$ cat config.mk
export PLATFORM = sky130hd
export DESIGN_NAME = stepper_command_parser
export DESIGN_NICKNAME = d
export VERILOG_FILES = /design/src/rtl/core/scp_pkg.sv /design/src/rtl/core/stepper_command_parser.sv
export SDC_FILE = /design/constraint.sdc
export NUM_CORES = 1
export LEC_CHECK = 0
export BUFFER_PORTS_ARGS = -buffer_cell sky130_fd_sc_hd__buf_2
export CAP_MARGIN = 20
export CORE_ASPECT_RATIO = 1.2
export CORE_MARGIN = 4
export CORE_UTILIZATION = 40
export DETAILED_ROUTE_END_ITERATION = 8
export PLACE_DENSITY = 0.59
export SLEW_MARGIN = 10
export SYNTH_ARGS = -nofsm -noshare
export SYNTH_HDL_FRONTEND = slang
export SYNTH_SLANG_ARGS = --single-unit
$ cat constraint.sdc
create_clock -name clk -period 2.7 [get_ports clk]
set_clock_uncertainty 0.1 [all_clocks]
set_input_delay 0.135 -clock clk [delete_from_list [all_inputs] [get_ports clk]]
set_output_delay 0.135 -clock clk [all_outputs]
set_load 0.05 [all_outputs]
$ cat src/rtl/core/scp_pkg.sv
// shared constants and types for the stepper command parser
// no dependencies; imported by stepper_command_parser
`default_nettype none

package scp_pkg;

  localparam int unsigned ByteW  = 8;
  localparam int unsigned KindW  = 2;
  localparam int unsigned ArgW   = 2;
  localparam int unsigned MotorW = 2;
  localparam int unsigned StepsW = 15;
  localparam int unsigned AccW   = 14;
  localparam int unsigned DigitW = 4;

  // result beat: 21 payload bits padded to three bytes
  localparam int unsigned ResW   = KindW + ArgW + MotorW + StepsW;
  localparam int unsigned OutW   = ((ResW + 7) / 8) * 8;

  // command bytes
  localparam logic [ByteW-1:0] ChRelay = 8'h72;  // r
  localparam logic [ByteW-1:0] ChTrans = 8'h74;  // t
  localparam logic [ByteW-1:0] ChDrive = 8'h64;  // d
  localparam logic [ByteW-1:0] ChMotor = 8'h6d;  // m
  localparam logic [ByteW-1:0] ChMinus = 8'h2d;  // -
  localparam logic [ByteW-1:0] ChZero  = 8'h30;
  localparam logic [ByteW-1:0] ChOne   = 8'h31;
  localparam logic [ByteW-1:0] ChTwo   = 8'h32;
  localparam logic [ByteW-1:0] ChThree = 8'h33;
  localparam logic [ByteW-1:0] ChNine  = 8'h39;

  // decimal place weights
  localparam logic [AccW-1:0] Weight1000 = 14'd1000;
  localparam logic [AccW-1:0] Weight100  = 14'd100;
  localparam logic [AccW-1:0] Weight10   = 14'd10;

  typedef enum logic [KindW-1:0] {
    KIND_RELAY = 2'd0,
    KIND_TRANS = 2'd1,
    KIND_DRIVE = 2'd2,
    KIND_MOVE  = 2'd3
  } kind_t;

  typedef struct packed {
    logic [StepsW-1:0] signed_steps;
    logic [MotorW-1:0] motor_number;
    logic [ArgW-1:0]   switch_or_sequence;
    kind_t             command_kind;
  } result_t;

endpackage

`default_nettype wire

$ cat src/rtl/core/stepper_command_parser.sv
// stepper command parser: byte stream in, decoded command beats out
// depends on scp_pkg
`default_nettype none

// Takes one ASCII character per input beat and decodes the commands
// "r0"/"r1" (relay), "t0"/"t1" (transistor), "d0".."d2" (drive sequence)
// and "m" n [-] dddd (move motor n = 1..3 by a signed four-digit count).
// Each completed command leaves exactly one output beat; every other byte
// leaves nothing. An unexpected byte inside a command drops back to idle
// without being looked at as the start of a new command. One byte is
// taken every clock cycle: the parser state advances by combinational
// next-state logic, and the result goes to an output register backed by a
// one-entry skid register, so s_axis_tready only falls when both hold a
// beat that the downstream side has not taken yet. A result is registered
// in the output register, or in the skid register while the output stalls.
module stepper_command_parser (
  input  wire logic                      clk,
  input  wire logic                      rst,
  input  wire logic                      s_axis_tvalid,
  output logic                           s_axis_tready,
  input  wire logic [scp_pkg::ByteW-1:0] s_axis_tdata,  // [7:0] rx_byte
  output logic                           m_axis_tvalid,
  input  wire logic                      m_axis_tready,
  // [1:0] command_kind, [3:2] switch_or_sequence, [5:4] motor_number,
  // [20:6] signed_steps, [23:21] zero
  output logic [scp_pkg::OutW-1:0]       m_axis_tdata
);
  import scp_pkg::*;

  typedef enum logic [3:0] {
    ST_IDLE  = 4'd0,
    ST_RELAY = 4'd1,
    ST_TRANS = 4'd2,
    ST_DRIVE = 4'd3,
    ST_MSEL  = 4'd4,
    ST_MSIGN = 4'd5,
    ST_MD100 = 4'd6,
    ST_MD10  = 4'd7,
    ST_MD1   = 4'd8
  } state_t;

  // parser state
  state_t            state, state_next;
  logic [MotorW-1:0] motor, motor_next;
  logic              reverse, reverse_next;
  logic [AccW-1:0]   acc, acc_next;

  // output register and skid register
  logic    out_valid;
  result_t out_res;
  logic    skid_valid;
  result_t skid_res;

  logic              accept;
  logic              res_valid;
  result_t           res;
  logic [ByteW-1:0]  ch;
  logic              is_digit;
  logic [DigitW-1:0] digit;
  logic [AccW-1:0]   digit_w;
  logic [AccW-1:0]   final_mag;

  assign s_axis_tready = !skid_valid;
  assign accept        = s_axis_tvalid && s_axis_tready;
  assign ch            = s_axis_tdata;
  // '0'..'9' share the high nibble, so the low nibble is the digit value
  assign is_digit      = (ch >= ChZero) && (ch <= ChNine);
  assign digit         = ch[DigitW-1:0];
  assign digit_w       = AccW'(digit);
  assign final_mag     = acc + digit_w;

  // next-state and result decode for the byte on the input
  always_comb begin
    state_next   = ST_IDLE;
    motor_next   = motor;
    reverse_next = reverse;
    acc_next     = acc;
    res_valid    = 1'b0;
    res          = '0;
    unique case (state)
      ST_IDLE: begin
        priority if (ch == ChRelay) begin
          state_next = ST_RELAY;
        end else if (ch == ChTrans) begin
          state_next = ST_TRANS;
        end else if (ch == ChDrive) begin
          state_next = ST_DRIVE;
        end else if (ch == ChMotor) begin
          state_next = ST_MSEL;
        end else begin
          state_next = ST_IDLE;
        end
      end
      ST_RELAY, ST_TRANS: begin
        if ((ch == ChZero) || (ch == ChOne)) begin
          res_valid                = 1'b1;
          res.command_kind         = (state == ST_RELAY) ? KIND_RELAY : KIND_TRANS;
          res.switch_or_sequence   = ch[ArgW-1:0];
        end
      end
      ST_DRIVE: begin
        if ((ch >= ChZero) && (ch <= ChTwo)) begin
          res_valid              = 1'b1;
          res.command_kind       = KIND_DRIVE;
          res.switch_or_sequence = ch[ArgW-1:0];
        end
      end
      ST_MSEL: begin
        if ((ch >= ChOne) && (ch <= ChThree)) begin
          motor_next   = ch[MotorW-1:0];
          reverse_next = 1'b0;
          state_next   = ST_MSIGN;
        end
      end
      ST_MSIGN: begin
        priority if (is_digit) begin
          acc_next   = digit_w * Weight1000;
          state_next = ST_MD100;
        end else if ((ch == ChMinus) && !reverse) begin
          reverse_next = 1'b1;
          state_next   = ST_MSIGN;
        end else begin
          state_next = ST_IDLE;
        end
      end
      ST_MD100: begin
        if (is_digit) begin
          acc_next   = acc + digit_w * Weight100;
          state_next = ST_MD10;
        end
      end
      ST_MD10: begin
        if (is_digit) begin
          acc_next   = acc + digit_w * Weight10;
          state_next = ST_MD1;
        end
      end
      ST_MD1: begin
        if (is_digit) begin
          acc_next          = final_mag;
          res_valid         = 1'b1;
          res.command_kind  = KIND_MOVE;
          res.motor_number  = motor;
          // negative zero comes out as plain zero
          res.signed_steps  = reverse ? (StepsW'(0) - {1'b0, final_mag})
                                      : {1'b0, final_mag};
        end
      end
      default: begin
        state_next = ST_IDLE;
      end
    endcase
  end

  always_ff @(posedge clk) begin
    if (rst) begin
      state      <= ST_IDLE;
      motor      <= '0;
      reverse    <= 1'b0;
      acc        <= '0;
      out_valid  <= 1'b0;
      skid_valid <= 1'b0;
    end else begin
      if (accept) begin
        state   <= state_next;
        motor   <= motor_next;
        reverse <= reverse_next;
        acc     <= acc_next;
      end
      // output slot free or emptied this cycle: refill from skid first
      if (!out_valid || m_axis_tready) begin
        if (skid_valid) begin
          out_valid  <= 1'b1;
          out_res    <= skid_res;
          skid_valid <= 1'b0;
        end else begin
          out_valid <= accept && res_valid;
          out_res   <= res;
        end
      end else if (accept && res_valid) begin
        // output stalled: park the new result
        skid_valid <= 1'b1;
        skid_res   <= res;
      end
    end
  end

  assign m_axis_tvalid = out_valid;
  assign m_axis_tdata  = {(OutW - ResW)'(0), out_res};

  // skid only fills behind a stalled output beat
  a_skid_behind_out: assert property (@(posedge clk) disable iff (rst)
    skid_valid |-> out_valid)
    else $error("skid register holds a beat with the output empty");

  // a stalled full pipeline keeps the skid beat
  a_stall_holds: assert property (@(posedge clk) disable iff (rst)
    (skid_valid && !m_axis_tready) |=> (skid_valid && $stable(skid_res)))
    else $error("skid beat lost while output stalled");

  // move results always address a real motor
  a_move_motor: assert property (@(posedge clk) disable iff (rst)
    (out_valid && (out_res.command_kind == KIND_MOVE)) |->
      (out_res.motor_number != '0))
    else $error("move result with motor zero");

  // switch and sequence results carry no motor or step count
  a_plain_clean: assert property (@(posedge clk) disable iff (rst)
    (out_valid && (out_res.command_kind != KIND_MOVE)) |->
      ((out_res.motor_number == '0) && (out_res.signed_steps == '0)))
    else $error("non-move result carries motor fields");

  // a result can only follow the final byte of a command
  a_result_source: assert property (@(posedge clk) disable iff (rst)
    (accept && res_valid) |->
      ((state == ST_RELAY) || (state == ST_TRANS) || (state == ST_DRIVE) ||
       (state == ST_MD1)))
    else $error("result decoded in a state that ends no command");

endmodule

`default_nettype wire
==> results.md <==
- Status: finished, violations left
- Failing checks: setup timing
- Crit path DAT: between 2 and 3 ns
- Worst rel slew slack: 51.52%
- Initial antenna violation count: 0
- First-pass GRT wire length: 25560 um
- Die ar.: 0.01570 sq mm
- Fmax: 0.3656 GHz
- Synth area leaders: edfxtp_1 23%, ha_1 13%, dfxtp_1 8.4%, nor2_1 4.6%, xnor2_1 3.8%
- 1st-iter DRT viols: 362
- HP Class: input port to flip-flop
- Die extent in y: 136.5 um
- CTS Buf Count: 9
- Most common flop cell mapped by yosys: edfxtp_1
- Core area: 0.01335 sq mm
- # port buffers: 34
- Tot GR Track Use: 20.71%
- Clock-pin slew on the worst setup and hold paths: 0.06 ns
- Setup violators final: 2
- Ys async rst share: 0%
- Seq/Total Area, Yosys: 31.29%
- CTS Hold Bufs: 0
- Final GP Congestion: roughly 0.9
- Place WS: -0.4849 ns
- Crit path kind: flip-flop to flip-flop
- Ant. Diodes: 0
- Library cells used by synthesis: 70
- Routed Antenna Nets: 0
- DIE WIDTH: roughly 120 um
- Unrepaired setup endpoints after global routing: true
- Mapped Area: 0.005502 sq mm
- Crit-path cells: ha_4 -> inv_2 -> fa_2 -> nand2b_4 -> a21o_4 -> or4_4 -> xor2_4 -> a41oi_2 -> xnor2_2 -> o21ai_1
- Via count: 5182
- Initial DRT Pass Iterations: 5
- Maximum number of pins on one net before global-route repair: 27
- Count of buffer and inverter cells on the critical path: 1
- Lkg Pwr: between 3 and 4 nW
- Worst path slowest cell: or4_4
- H-tree depth: 3
- WHS: 0.09128 ns
- Share of layout cells above drive strength 1: 33.16%
- Worst-Margin Slew: 0.7246 ns
- # DRC: 0
- Row count: 46
- Post-DP Area: 0.006753 sq mm
- Avg Inst Size Synth: 9.049 sq um
- Minimum clock period: roughly 2.7 ns
- NumNets Final: 829
- Placed insts: 900
- PwrDens: approximately 420 mW/mm^2
- Vias per inst: between 5 and 6
- Setup WS post-layout: -0.03550 ns
- Routed WL: 16170 um
- Slew Limit Fails: 0
- Final period util: 101.3%
- Non-Filler Instances: slightly above 900
- CTS Root Cell: clkbuf_16
- Setup TNS: -0.04719 ns
- Critical Path Max Stage Delay: 0.46 ns
- Leading area contributor after synthesis: edfxtp_1
- Vias in the first global route: a little over 5000
- Worst EP required: 2.67 ns
- GRT overflow: 0
- EDFF count, synth: 42
- Post-route cell area: 0.007430 sq mm
- Crit path capture type: flip-flop
- Clk sinks: 65
- TritonCTS clock tree: yes
- Setup crit start kind: flip-flop
- Max VDD drop: 0.3499 mV
- HPWL after DPL: 12810 um
- Seq cells post-synth: 65
- Maxcap violations: 0
- CTS Buffer Depth: 2
- Clk_lat worst skew: approximately 0.34 ns
- Layout Utilization: 55.64%
- Hold Vio Cnt, Final: 0
- Initial Utilization: 41.20%
- Yosys warning count: 0
- Layout Area Growth over Synthesis: 35.05%
- Synthesized instance count: 608
- Ports: 38
- Largest fanout on the critical path: 7
- CP top delay family: simple AND/OR/NAND/NOR gates
- WL/cell: 17.48 um
- Top-area cell type share of the netlist area: 22.92%
- Post-route total power: 3.095 mW
## synth_stat cells (6+ instances only)
library cell and instances:
fa_1 9, nand3_1 16, nor3_1 14, nor2_1 68
edfxtp_1 42, a211oi_1 15, a21o_1 12, o21a_1 7
a21oi_1 37, o21ai_0 36, nand2_1 48, ha_1 56
inv_1 20, o31ai_1 10, and3_1 6, buf_2 7
dfxtp_1 23, xor2_1 24, nor2b_1 6, clkbuf_1 14
xnor2_1 24
## worst register-to-register path, delay by kind of cell, from the launching register on
| family | cells | cell delay (ns) |
|---|---|---|
| xor+xnor | 2 | 0.42 |
| simple gates | 2 | 0.61 |
| compound gates | 3 | 0.50 |
| buf+inv | 1 | 0.03 |
| fa+ha+maj | 2 | 0.46 |
| flops | 1 | 0.35 |
## sequential cells by signal (all words and copies together) (netlist names)
name,cells
skid_valid,1
acc,14
m_axis_tvalid,1
m_axis_tdata,21
state,4
skid_res,21
motor,2
reverse,1
## repair_timing
action	in CTS	in global routing
setup endpoints to repair	21	20
resized for setup	22	39
gates cloned	0	0
pin swaps	11	27
buffers inserted	2	7
## final cells by class
| class | instances | area, sq um |
|---|---|---|
| fill | 1188 | 5923 |
| timing repair buffer | 157 | 1149 |
| clock buffer | 9 | 225.2 |
| inverter | 22 | 86.33 |
| tap | 168 | 210.2 |
| clock inverter | 7 | 95.09 |
| sequential | 65 | 1723 |
| multi-input combinational | 497 | 3941 |
## layer usage
metal  global-route usage [%]  vias up  share of wire, %  wire [um]
li1                         -     2534                 -          -
met3                    2.805       34               4.4        705
met2                    37.32      138                51       8223
met5                        0        -                 0          0
met1                    24.76     2476                42       6781
met4                    7.763        0               2.8        454
## cells by family after synthesis
kind of cell	Yosys count	share of synthesized area, %
mux	10	1.933
buf+inv	48	3.775
xor+xnor	48	7.642
compound gates	174	21.65
simple gates	197	17.63
flops	65	31.29
other cells	1	0.06816
fa+ha+maj	65	16.01
## final timing paths
check                              from                         end  slack, ns  depth (start not counted)
hold / removal                      rst  m_axis_tvalid$_SDFFE_PP0N_       0.09                          3
hold reg to reg   motor[1]$_SDFFE_PP0P_       motor[1]$_SDFFE_PP0P_       0.39                          2
setup / recovery    acc[0]$_SDFFE_PP0P_  m_axis_tdata[19]$_DFFE_PP_      -0.04                         10
setup reg to reg    acc[0]$_SDFFE_PP0P_  m_axis_tdata[19]$_DFFE_PP_      -0.04                         10
## power breakdown
part | internal [mW] | switching, mW | total [mW]
clock | 0.807 | 0.447 | 1.25
combinational | 0.366 | 0.411 | 0.778
sequential | 1.06 | 0.00235 | 1.06
total | 2.23 | 0.860 | 3.10
## placed cells by master (no fill, tap or decap), types with 10 or more instances in the layout
cell type    n
buf_4      118
o21ai_0     30
nand2_1     47
a21o_1      11
xnor2_1     20
xor2_1      22
buf_2       31
nor3_1      12
dfxtp_1     22
inv_1       15
ha_4        10
a21oi_1     30
nand3_1     16
ha_1        42
edfxtp_1    42
a211oi_1    14
nor2_1      65
No activity file was read; power rests on OpenSTA's default activity.
